<file path="src/fvu_pkg.sv">
// shared types, constants and helper functions of the camera view block
package fvu_pkg;

  localparam int ANGLE_BITS   = 16;
  localparam int TRIG_ITER    = 16;
  localparam int ATAN_COUNT   = 24;
  localparam int CORDIC_STEPS = (TRIG_ITER < ATAN_COUNT) ? TRIG_ITER : ATAN_COUNT;
  localparam logic signed [32:0] CORDIC_START = 33'sd652032874;

  localparam logic CFG_PITCH_MIN = 1'b0;
  localparam logic CFG_PITCH_MAX = 1'b1;

  localparam int IN_DATA_W  = 176;
  localparam int OUT_DATA_W = 280;

  typedef enum logic [2:0] {
    OP_SET_POS    = 3'd0,
    OP_MOVE_VEC   = 3'd1,
    OP_MOVE_FWD   = 3'd2,
    OP_MOVE_RIGHT = 3'd3,
    OP_SET_ANG    = 3'd4,
    OP_ROTATE     = 3'd5,
    OP_NONE       = 3'd6
  } op_e;

  typedef struct packed {
    op_e                op;
    logic signed [31:0] pos_x;
    logic signed [31:0] pos_y;
    logic signed [31:0] pos_z;
    logic signed [15:0] ang_p;
    logic signed [15:0] ang_y;
    logic signed [15:0] ang_r;
    logic signed [31:0] amount;
  } cmd_t;

  // arctangent of 2^-i in 2^-32 turns
  function automatic logic [31:0] atan_turn(input logic [4:0] i);
    logic [31:0] v;
    case (i)
      5'd0:  v = 32'd536870912;
      5'd1:  v = 32'd316933406;
      5'd2:  v = 32'd167458907;
      5'd3:  v = 32'd85004756;
      5'd4:  v = 32'd42667331;
      5'd5:  v = 32'd21354465;
      5'd6:  v = 32'd10679838;
      5'd7:  v = 32'd5340245;
      5'd8:  v = 32'd2670163;
      5'd9:  v = 32'd1335087;
      5'd10: v = 32'd667544;
      5'd11: v = 32'd333772;
      5'd12: v = 32'd166886;
      5'd13: v = 32'd83443;
      5'd14: v = 32'd41722;
      5'd15: v = 32'd20861;
      5'd16: v = 32'd10430;
      5'd17: v = 32'd5215;
      5'd18: v = 32'd2608;
      5'd19: v = 32'd1304;
      5'd20: v = 32'd652;
      5'd21: v = 32'd326;
      5'd22: v = 32'd163;
      5'd23: v = 32'd81;
      default: v = 32'd0;
    endcase
    return v;
  endfunction

  function automatic logic signed [31:0] sat32(input logic signed [39:0] v);
    logic signed [31:0] r;
    if (v > 40'sd2147483647) r = 32'sh7fff_ffff;
    else if (v < -40'sd2147483648) r = 32'sh8000_0000;
    else r = v[31:0];
    return r;
  endfunction

endpackage

</file>
<file path="src/fvu_front.sv">
// command intake: decode of the request kind and a two word command queue
module fvu_front import fvu_pkg::*; (
  input  logic                 clk_i,
  input  logic                 rst_ni,
  input  logic                 s_axis_tvalid,
  output logic                 s_axis_tready,
  input  logic [IN_DATA_W-1:0] s_axis_tdata,
  input  logic [2:0]           s_axis_tuser,
  output logic                 cmd_valid_o,
  output cmd_t                 cmd_o,
  input  logic                 cmd_pop_i
);

  cmd_t       ent_q [2];
  logic [1:0] count_q, count_d;
  logic       wr_q, rd_q;
  logic       push;
  cmd_t       cmd_in;

  always_comb begin
    unique case (s_axis_tuser)
      3'd0:    cmd_in.op = OP_SET_POS;
      3'd1:    cmd_in.op = OP_MOVE_VEC;
      3'd2:    cmd_in.op = OP_MOVE_FWD;
      3'd3:    cmd_in.op = OP_MOVE_RIGHT;
      3'd4:    cmd_in.op = OP_SET_ANG;
      3'd5:    cmd_in.op = OP_ROTATE;
      default: cmd_in.op = OP_NONE;
    endcase
    cmd_in.pos_x  = s_axis_tdata[31:0];
    cmd_in.pos_y  = s_axis_tdata[63:32];
    cmd_in.pos_z  = s_axis_tdata[95:64];
    cmd_in.ang_p  = s_axis_tdata[111:96];
    cmd_in.ang_y  = s_axis_tdata[127:112];
    cmd_in.ang_r  = s_axis_tdata[143:128];
    cmd_in.amount = s_axis_tdata[175:144];
  end

  assign s_axis_tready = (count_q != 2'd2);
  assign push          = s_axis_tvalid && s_axis_tready;
  assign cmd_valid_o   = (count_q != 2'd0);
  assign cmd_o         = ent_q[rd_q];

  always_comb begin
    count_d = count_q;
    if (push && !cmd_pop_i) count_d = count_q + 2'd1;
    else if (!push && cmd_pop_i) count_d = count_q - 2'd1;
  end

  always_ff @(posedge clk_i or negedge rst_ni) begin
    if (!rst_ni) begin
      count_q <= 2'd0;
      wr_q    <= 1'b0;
      rd_q    <= 1'b0;
    end else begin
      count_q <= count_d;
      if (push) wr_q <= ~wr_q;
      if (cmd_pop_i) rd_q <= ~rd_q;
    end
  end

  always_ff @(posedge clk_i) begin
    if (push) ent_q[wr_q] <= cmd_in;
  end

endmodule

</file>
<file path="config.mk">
export PLATFORM = sky130hd
export DESIGN_NAME = fvu_front
export DESIGN_NICKNAME = d
export VERILOG_FILES = /design/src/fvu_pkg.sv /design/src/fvu_front.sv
export SDC_FILE = /design/constraint.sdc
export NUM_CORES = 1
export LEC_CHECK = 0
export CAP_MARGIN = 10
export CELL_PAD_IN_SITES_DETAIL_PLACEMENT = 0
export CELL_PAD_IN_SITES_GLOBAL_PLACEMENT = 1
export CORE_MARGIN = 5
export CORE_UTILIZATION = 45
export DETAILED_ROUTE_END_ITERATION = 6
export DONT_BUFFER_PORTS = 1
export PLACE_DENSITY_LB_ADDON = 0.1
export SETUP_SLACK_MARGIN = 0.15
export SLEW_MARGIN = 30
export SYNTH_ARGS = -nofsm -noshare
export SYNTH_HDL_FRONTEND = slang
export SYNTH_SLANG_ARGS = --single-unit
</file>
<file path="constraint.sdc">
create_clock -name clk_i -period 9.8 [get_ports clk_i]
set_input_delay 0 -clock clk_i [delete_from_list [all_inputs] [get_ports clk_i]]
set_output_delay 0 -clock clk_i [all_outputs]
set_load 0.02 [all_outputs]
</file>
==> results of run 1 <==
==> worst reg2reg max path: stages (launching register included) <==
cell	delay [ps]
dfrtp_1	410
nand2b_1	310
nand2_1	190
nor2_4	670
buf_6	660
buf_6	730
==> cells in the mapped netlist (all sizes together) <==
cell type / number / area share
ha: 1 / 0.00092
nand2b: 1 / 0.00046
dfrtp: 4 / 0.0074
edfxtp: 358 / 0.79
clkbuf: 2 / 0.00056
xnor2: 2 / 0.0013
nor2: 2 / 0.00056
buf: 20 / 0.013
and3: 1 / 0.00046
or2: 1 / 0.00046
nand2: 1 / 0.00028
inv: 2 / 0.00056
mux2: 179 / 0.18
a21boi: 1 / 0.00056
xor2: 3 / 0.0019
==> registers in the layout, summed over array words and instances (netlist names) <==
register	cells
rd_q	1
count_q	2
wr_q	1
ent_q	358
==> power groups by stage <==
stage	Combinational, mW	Sequential (mW)	Clock (mW)
after floorplan	1.35	2.29	0
after global placement	1.50	2.28	0
after detailed placement	1.56	2.26	0
after CTS	1.63	2.23	1.35
after global routing	1.68	2.25	1.42
final	1.59	2.22	1.31
==> metal layers <==
layer / vias up / global-route usage / share of wire
li1: 2723 / - / -
met1: 2959 / 0.166 / 0.35
met2: 267 / 0.257 / 0.51
met3: 41 / 0.0682 / 0.11
met4: 0 / 0.0480 / 0.026
met5: - / 0 / 0
==> cell families (layout without fill, tap and decap cells) <==
group,Yosys count,count (layout)
mux,179,179
buf+inv,24,261
simple gates,6,6
other cells,0,1
flops,362,362
compound gates,1,1
xor+xnor,5,5
fa+ha+maj,1,1
==> what timing repair did <==
action                                  in CTS  in global routing
buffers inserted                             0                  0
endpoints found under the setup margin       0                  0
hold buffers                               183                  0
hold endpoints to repair                   366                  0
==> per-stage QoR <==
stage               utilization  setup WS (ps)  area, µm²
floorplan                     -            856      13500
global placement          0.469           5930      13900
detailed placement        0.470           5840      13900
CTS                       0.570           5820      16900
global route              0.571           6190      16900
finish                    0.571           6380      16900
==> path summary, 6_finish.rpt <==
kind | endpoint | cells after the start | slack [ps]
max in group asynchronous | rd_q | 2 | 9280
worst max register to register | ent_q[0][114] | 5 | 6380
worst max-delay path | ent_q[0][114] | 5 | 6380
min in group asynchronous | count_q[1] | 2 | 310
worst min-delay path | ent_q[1][177] | 1 | 40
worst min register to register | count_q[1] | 1 | 510
==> layout make-up <==
cell class                 count  area [µm²]  area share
sequential                   362       10900       0.641
multi-input combinational    192        2500       0.148
timing repair buffer         190        1920       0.113
clock buffer                  51        1030      0.0609
tap                          390         488      0.0288
clock inverter                18         121     0.00717
inverter                       2        7.51    0.000444
antenna                        1        2.50    0.000148
==> results.cfg, run 1 <==
[run_status]
run_status = finished, final reports clean

[job]
cap_viol_max_count = 0

[setup_path]
crit_chain = nand2b_1 -> nand2_1 -> nor2_4 -> buf_6 -> buf_6
cp.arrival_ps = 3540
cpLargestDelayFamily = buffers and inverters
critical_path_class = flop to flop
crit_buf_inv = 2
cp-end-kind = flop
start_kind = flop
worst-path-max-fanout = 76
crit_required_ps = 9920
slowest_delay_ps = 670
crit_slowest_cell = nor2_4
critPathLaunch = count_q[0]
rr_startpoint = count_q[0]
cp_common_cell = buf_6

[floorplanning]
die_w_um = 183
fp.coreArea_um2 = 29600
initial_core_util = 0.456
num_io_pins = 364
die_h_um = 183
fp-row-count = 63
dieArea_um2 = 33600

[clock_network]
path_clk_slew_ps = 60
cts_inserted_buffers = 38
clock_sinks = 362
cts_tree = done
htreeDepth = 2
cts_buffer_depth = 3
post_cts_resize_count = 0
cts-root-buf = clkbuf_16
worstSkewPairLatency_ps = 500

[power]
leakage_nw = 5.94
pwr-share-clk = 0.255
internal_power_mw = 3.47
combPwrFrac = 0.310
p_seq_frac = 0.434
total_power_mw = 5.12
peakVddDrop_v = 0.000284
sw_frac_of_total = 0.322
power.net_switching_mw = 1.65
p_per_area_nw_per_um2 = 303

[route]
drtAntennaViolNets = 0
totalWireLength_um = 26500
initialDrtViolationCount = 288
first_pass_iters = 4
drc = 0
wl_per_cell_um = 21.9
avgViaCountPerCell = 4.97
via_count = 5990

[global_routing]
overflow = 0
antenna_found_initial = 1
grt_max_degree = 77
grtUsageTotal = 0.149
grt_pass1_vias = 6542
grt_pass1_wl_um = 38400

[timing]
hold_slack_ps = 40.4
hold_viol = 0
tightest_slew_ps = 851
max_clock_freq_mhz = 293
setup_viol = 0
max_slew_margin = 0.433
fin_skew_ps = 21.2
tns_ps = 0
rsz0062_at_grt = no
min_period_over_period = 0.348
fin_crit_ps = 3420
drv_slew = 0

[synthesis]
synth-simple-area-share = 0.00222
synth_cell_type_count = 17
synth_compound_area_frac = 0.000555
synth_warnings = 0
syn_avg_cell_area_um2 = 23.4
synth_adder_area_share = 0.000925
synth_top_family_by_area = multiplexers
synth_seq_cells = 362
synth.area.mux_share = 0.177
netlist_instances = 578
synth.cell_area_um2 = 13500
synth-seq-area-share = 0.802
syn-num-nets = 762
synth-xor-area-share = 0.00324

[placement]
io_buffers = 0
dp_cells = 953
place.gp.congestion = 0.755
hpwl_um = 17700

[finish]
finalNonFillerCells = 1206
fin_nets = 970
fillers = 2244
layout_common_cells = edfxtp_1, dlygate4sd3_1, mux2_4
syn_to_final_growth_pct = 25.1
drive_gt1_frac = 0.299
mostFrequentLayoutCell = edfxtp_1

[min_path]
worstHoldStart = s_axis_tvalid
hold_path.class = primary input to flop
Power figures use the tool's default switching activity.
==> inputs of run 2 (changes only) <==
==> constraint.sdc (replaced) <==
create_clock -name clk_i -period 2.98 [get_ports clk_i]
set_input_delay 0 -clock clk_i [delete_from_list [all_inputs] [get_ports clk_i]]
set_output_delay 0 -clock clk_i [all_outputs]
set_load 0.02 [all_outputs]
==> run 2 against run 1 <==
Clock-buffer cell count decreased by 3; utilization about the same; sequential share of layout area about the same; die area unchanged; flip-flop and latch count unchanged.
==> results.cfg, run 2 (synthesis results as in run 1) <==
[finish]
fin_nets = 970
biggestRegsByFlops = ent_q: 358 flops, count_q: 2 flops
drive_gt1_frac = 0.293
syn_to_final_growth_pct = 25.1
mostFrequentLayoutCell = edfxtp_1
layout_common_cells = edfxtp_1, dlygate4sd3_1, mux2_4
final_cell_area_um2 = 16900
largest_register_ffs = 358
finalNonFillerCells = 1199
regMostFlops = ent_q

[setup_path]
reg2regPathDepth = 3
crit_required_ps = 3160
rr_startpoint = count_q[0]
cp.arrival_ps = 2190
slowest_delay_ps = 700
start_kind = flop
crit_slowest_cell = and3_4
worst-path-max-fanout = 45
r2r-end = ent_q[1][97]
cp-end-kind = flop
critical_path_class = flop to flop
r2r_slack_ps = 960
crit_chain = nand2b_4 -> and3_4 -> buf_12

[route]
drtAntennaViolNets = 0
initialDrtViolationCount = 288
drc = 0
avgViaCountPerCell = 5.00
wl_per_cell_um = 22.0
totalWireLength_um = 26400
first_pass_iters = 4
via_count = 5991

[job]
cap_viol_max_count = 0

[timing]
setup_viol = 0
tightest_slew_ps = 894
hold_viol = 0
max_clock_freq_mhz = 495
hold_slack_ps = 111
min_period_over_period = 0.678
fin_skew_ps = 14.4
drv_slew = 0
fin_crit_ps = 2020
rsz0062_at_grt = no
setup_ws_ps = 961
max_slew_margin = 0.404

[power]
total_power_mw = 16.8
peakVddDrop_v = 0.000985
p_per_area_nw_per_um2 = 990
leakage_nw = 5.92

[floorplanning]
dieArea_um2 = 33600
initial_core_util = 0.456
fp.coreArea_um2 = 29600
fp-row-count = 63
die_h_um = 183
num_io_pins = 364
die_w_um = 183

[placement]
dp_slack_ps = 952
placed_cell_area_um2 = 14000
place.gp.congestion = 0.737
dp_cells = 954
io_buffers = 0
hpwl_um = 17500

[clock_network]
cts-root-buf = clkbuf_16
cts_inserted_buffers = 37
worstSkewPairLatency_ps = 500
post-cts-setup-buffers = 0
htreeDepth = 2
cts_buffer_depth = 3
cts_tree = done
path_clk_slew_ps = 60
clock_sinks = 362
post_cts_resize_count = 0

[global_routing]
grt_pass1_wl_um = 38500
grt_pass1_vias = 6498
antenna_found_initial = 2
overflow = 0
grt_max_degree = 136
grtUsageTotal = 0.150

[min_path]
hold_path.class = primary input to flop
worstHoldStart = s_axis_tvalid
worst_hold_path.num_cells = 1
whs_endpoint = ent_q[1][59]

[run_status]
run_status = finished, final reports clean
-- run 2: cell count changes in the layout (fill, tap and decap cells not counted), sizes merged --
cell	previous run	this run
clkinv	16	11
inv	3	2
bufinv	1	2
buf	7	8
clkbuf	51	48
-- run 2: metrics by stage --
| step | TNS [ps] | util |
|---|---|---|
| finish | 0 | 0.571 |
| global route | 0 | 0.571 |
| detailed placement | 0 | 0.473 |
| floorplan | -180170 | - |
| CTS | 0 | 0.571 |
| global placement | 0 | 0.473 |
-- run 2: how the worst max path moves through the flow --
stage	start	end	cells after the start
floorplan	count_q[0]	ent_q[0][0]	3
global placement	count_q[0]	ent_q[1][96]	3
detailed placement	count_q[0]	ent_q[1][96]	3
CTS	count_q[0]	ent_q[1][125]	3
global route	count_q[0]	ent_q[1][72]	3
finish	count_q[0]	ent_q[1][97]	3
-- run 2: per-layer routing --
| metal | track usage | part of all wire | up-vias |
|---|---|---|---|
| met5 | 0 | 0.00027 | - |
| met4 | 0.0408 | 0.018 | 2 |
| met3 | 0.0662 | 0.11 | 44 |
| met2 | 0.261 | 0.51 | 276 |
| met1 | 0.169 | 0.36 | 2952 |
| li1 | - | - | 2717 |
-- run 2: where the power goes --
group	internal, mW	leakage (nW)	switching, mW
clock network	2.44	0.526	1.69
logic	1.99	2.03	3.41
registers	6.96	3.37	0.262
-- run 2: area by class of cell --
cell class                 count  area (µm²)
tap                          390         488
clock buffer                  48         967
sequential                   362       10900
antenna                        1        2.50
clock inverter                13         108
inverter                       2        7.51
fill                        2240       12700
multi-input combinational    192        2510
timing repair buffer         191        1980
-- run 2: repair_timing --
item,4_1_cts,5_1_grt
setup endpoints to repair,0,0
hold buffers,183,0
hold endpoints to repair,366,0
-- run 2: worst max-delay path, delay by kind of cell (launching register included) --
kind                   cells  cell delay (ps)
buffers and inverters      1              320
DFF                        1              420
and+or+nand+nor            2              920
==> inputs of run 3 (changes only) <==
==> constraint.sdc (replaced) <==
create_clock -name clk_i -period 1.9 [get_ports clk_i]
set_input_delay 0 -clock clk_i [delete_from_list [all_inputs] [get_ports clk_i]]
set_output_delay 0 -clock clk_i [all_outputs]
set_load 0.02 [all_outputs]
==> run 3 against run 2 <==
Hold slack worse by 50 ps; highest routed layer is now met4; clock power grew 56%; largest cell class unchanged; final area increased by 3.6%; worst setup slack lost 840 ps; register-to-register slack got worse by 710 ps; critical endpoint is now cmd_o[76]; critical path depth stayed put.
==> results.cfg, run 3 (synthesis results as in run 1) <==
[timing]
max_slew_margin = 0.721
hold_slack_ps = 61.3
drv_slew = 0
rsz0062_at_grt = yes
tightest_slew_ps = 418
fin_crit_ps = 1780
min_period_over_period = 0.936
setup_viol = 0
hold_viol = 0
fin_skew_ps = 14.6
max_clock_freq_mhz = 562

[floorplanning]
dieArea_um2 = 33600
die_w_um = 183
initial_core_util = 0.456
fp.coreArea_um2 = 29600
num_io_pins = 364
fp-row-count = 63
die_h_um = 183

[route]
first_pass_iters = 6
via_count = 6123
drc = 0
initialDrtViolationCount = 230
avgViaCountPerCell = 5.01
totalWireLength_um = 27900
drtAntennaViolNets = 0
wl_per_cell_um = 22.8

[setup_path]
cp-end-kind = output pin
rr_startpoint = count_q[0]
worst-path-max-fanout = 12
r2r_slack_ps = 250
start_kind = flop
critical_path_class = flop to output pin
crit_required_ps = 1900
r2r-end = ent_q[0][79]
reg2regPathDepth = 4
cp.arrival_ps = 1780

[finish]
largest_register_ffs = 358
fin_nets = 996
layout_common_cells = edfxtp_1, dlygate4sd3_1, mux2_4
fillers = 2162
biggestRegsByFlops = ent_q: 358 flops, count_q: 2 flops
regMostFlops = ent_q
final_cell_area_um2 = 17500
mostFrequentLayoutCell = edfxtp_1
syn_to_final_growth_pct = 29.6
drive_gt1_frac = 0.312

[min_path]
worstHoldStart = s_axis_tvalid
whs_endpoint = ent_q[1][104]
worst_hold_path.num_cells = 2
hold_path.class = primary input to flop

[clock_network]
cts_buffer_depth = 3
clock_sinks = 362
cts_inserted_buffers = 37
cts_tree = done
worstSkewPairLatency_ps = 500
cts-root-buf = clkbuf_16
htreeDepth = 2
path_clk_slew_ps = 60

[placement]
placed_cell_area_um2 = 14200
place.gp.congestion = 0.756
hpwl_um = 18500
io_buffers = 0

[power]
internal_power_mw = 18.9
combPwrFrac = 0.357
p_seq_frac = 0.410
p_per_area_nw_per_um2 = 1580
sw_frac_of_total = 0.317
pwr-share-clk = 0.232
power.net_switching_mw = 8.76
peakVddDrop_v = 0.000978
leakage_nw = 6.27
total_power_mw = 27.7

[global_routing]
grtUsageTotal = 0.150
grt_max_degree = 71
overflow = 0
grt_pass1_wl_um = 38600
antenna_found_initial = 1
grt_pass1_vias = 6515

[job]
cap_viol_max_count = 0

[run_status]
run_status = finished, final reports clean
## run 3: power by group through the flow
stage	sequential [mW]	clock [mW]	combinational, mW
floorplan	11.5	0	6.98
global placement	11.4	0	8.57
detailed placement	11.5	0	8.67
CTS	11.3	6.65	9.08
global route	11.5	7.05	10.4
finish	11.3	6.43	9.88
## run 3: repair_timing
item	CTS	global route
hold buffers	183	0
setup endpoints to repair	150	163
buffers inserted	0	6
cloned	0	9
resized for setup	1	35
endpoints found under the hold margin	381	0
## run 3: worst max path at each step
stage | from | endpoint | slack, ps | depth (start not counted)
6_report | rd_q | cmd_o[76] | 120 | 3
5_1_grt | rd_q | cmd_o[119] | 70 | 3
4_1_cts | rd_q | cmd_o[29] | 70 | 2
3_5_place_dp | count_q[0] | ent_q[0][96] | 250 | 5
3_3_place_gp | count_q[0] | ent_q[0][95] | 300 | 5
2_1_floorplan | count_q[0] | ent_q[0][0] | -1820 | 3
## run 3: stage by stage
step / TNS (ps) / worst slack (ps) / instances / utilization
2_1_floorplan: -566820 / -1820 / 578 / -
3_3_place_gp: 0 / 302 / 965 / 0.480
3_5_place_dp: 0 / 249 / 965 / 0.480
4_1_cts: 0 / 65.0 / 1206 / 0.578
5_1_grt: 0 / 66.1 / 1222 / 0.591
6_report: 0 / 121 / 1222 / 0.591
## run 3: cell type report
| class | instances | area [µm²] | area share |
|---|---|---|---|
| diodes | 1 | 2.50 | 0.000143 |
| clock inverters | 10 | 93.8 | 0.00536 |
| repair buffers | 217 | 2500 | 0.143 |
| flip-flops and latches | 362 | 10900 | 0.619 |
| multi-input cells | 192 | 2610 | 0.149 |
| well taps | 390 | 488 | 0.0278 |
| clock buffers | 48 | 967 | 0.0552 |
| inverters | 2 | 7.51 | 0.000428 |
## run 3: metal layers
layer / global-route usage / up-vias / routed length (µm)
li1: - / 2759 / -
met1: 0.167 / 3039 / 10200
met3: 0.0621 / 45 / 2800
met4: 0.0423 / 0 / 655
met2: 0.264 / 280 / 14200
met5: 0 / - / 0
## run 3: worst max-delay path: stages (launching register included)
cell	delay [ps]
dfrtp_4	540
buf_12	180
clkbuf_16	190
mux2_4	360
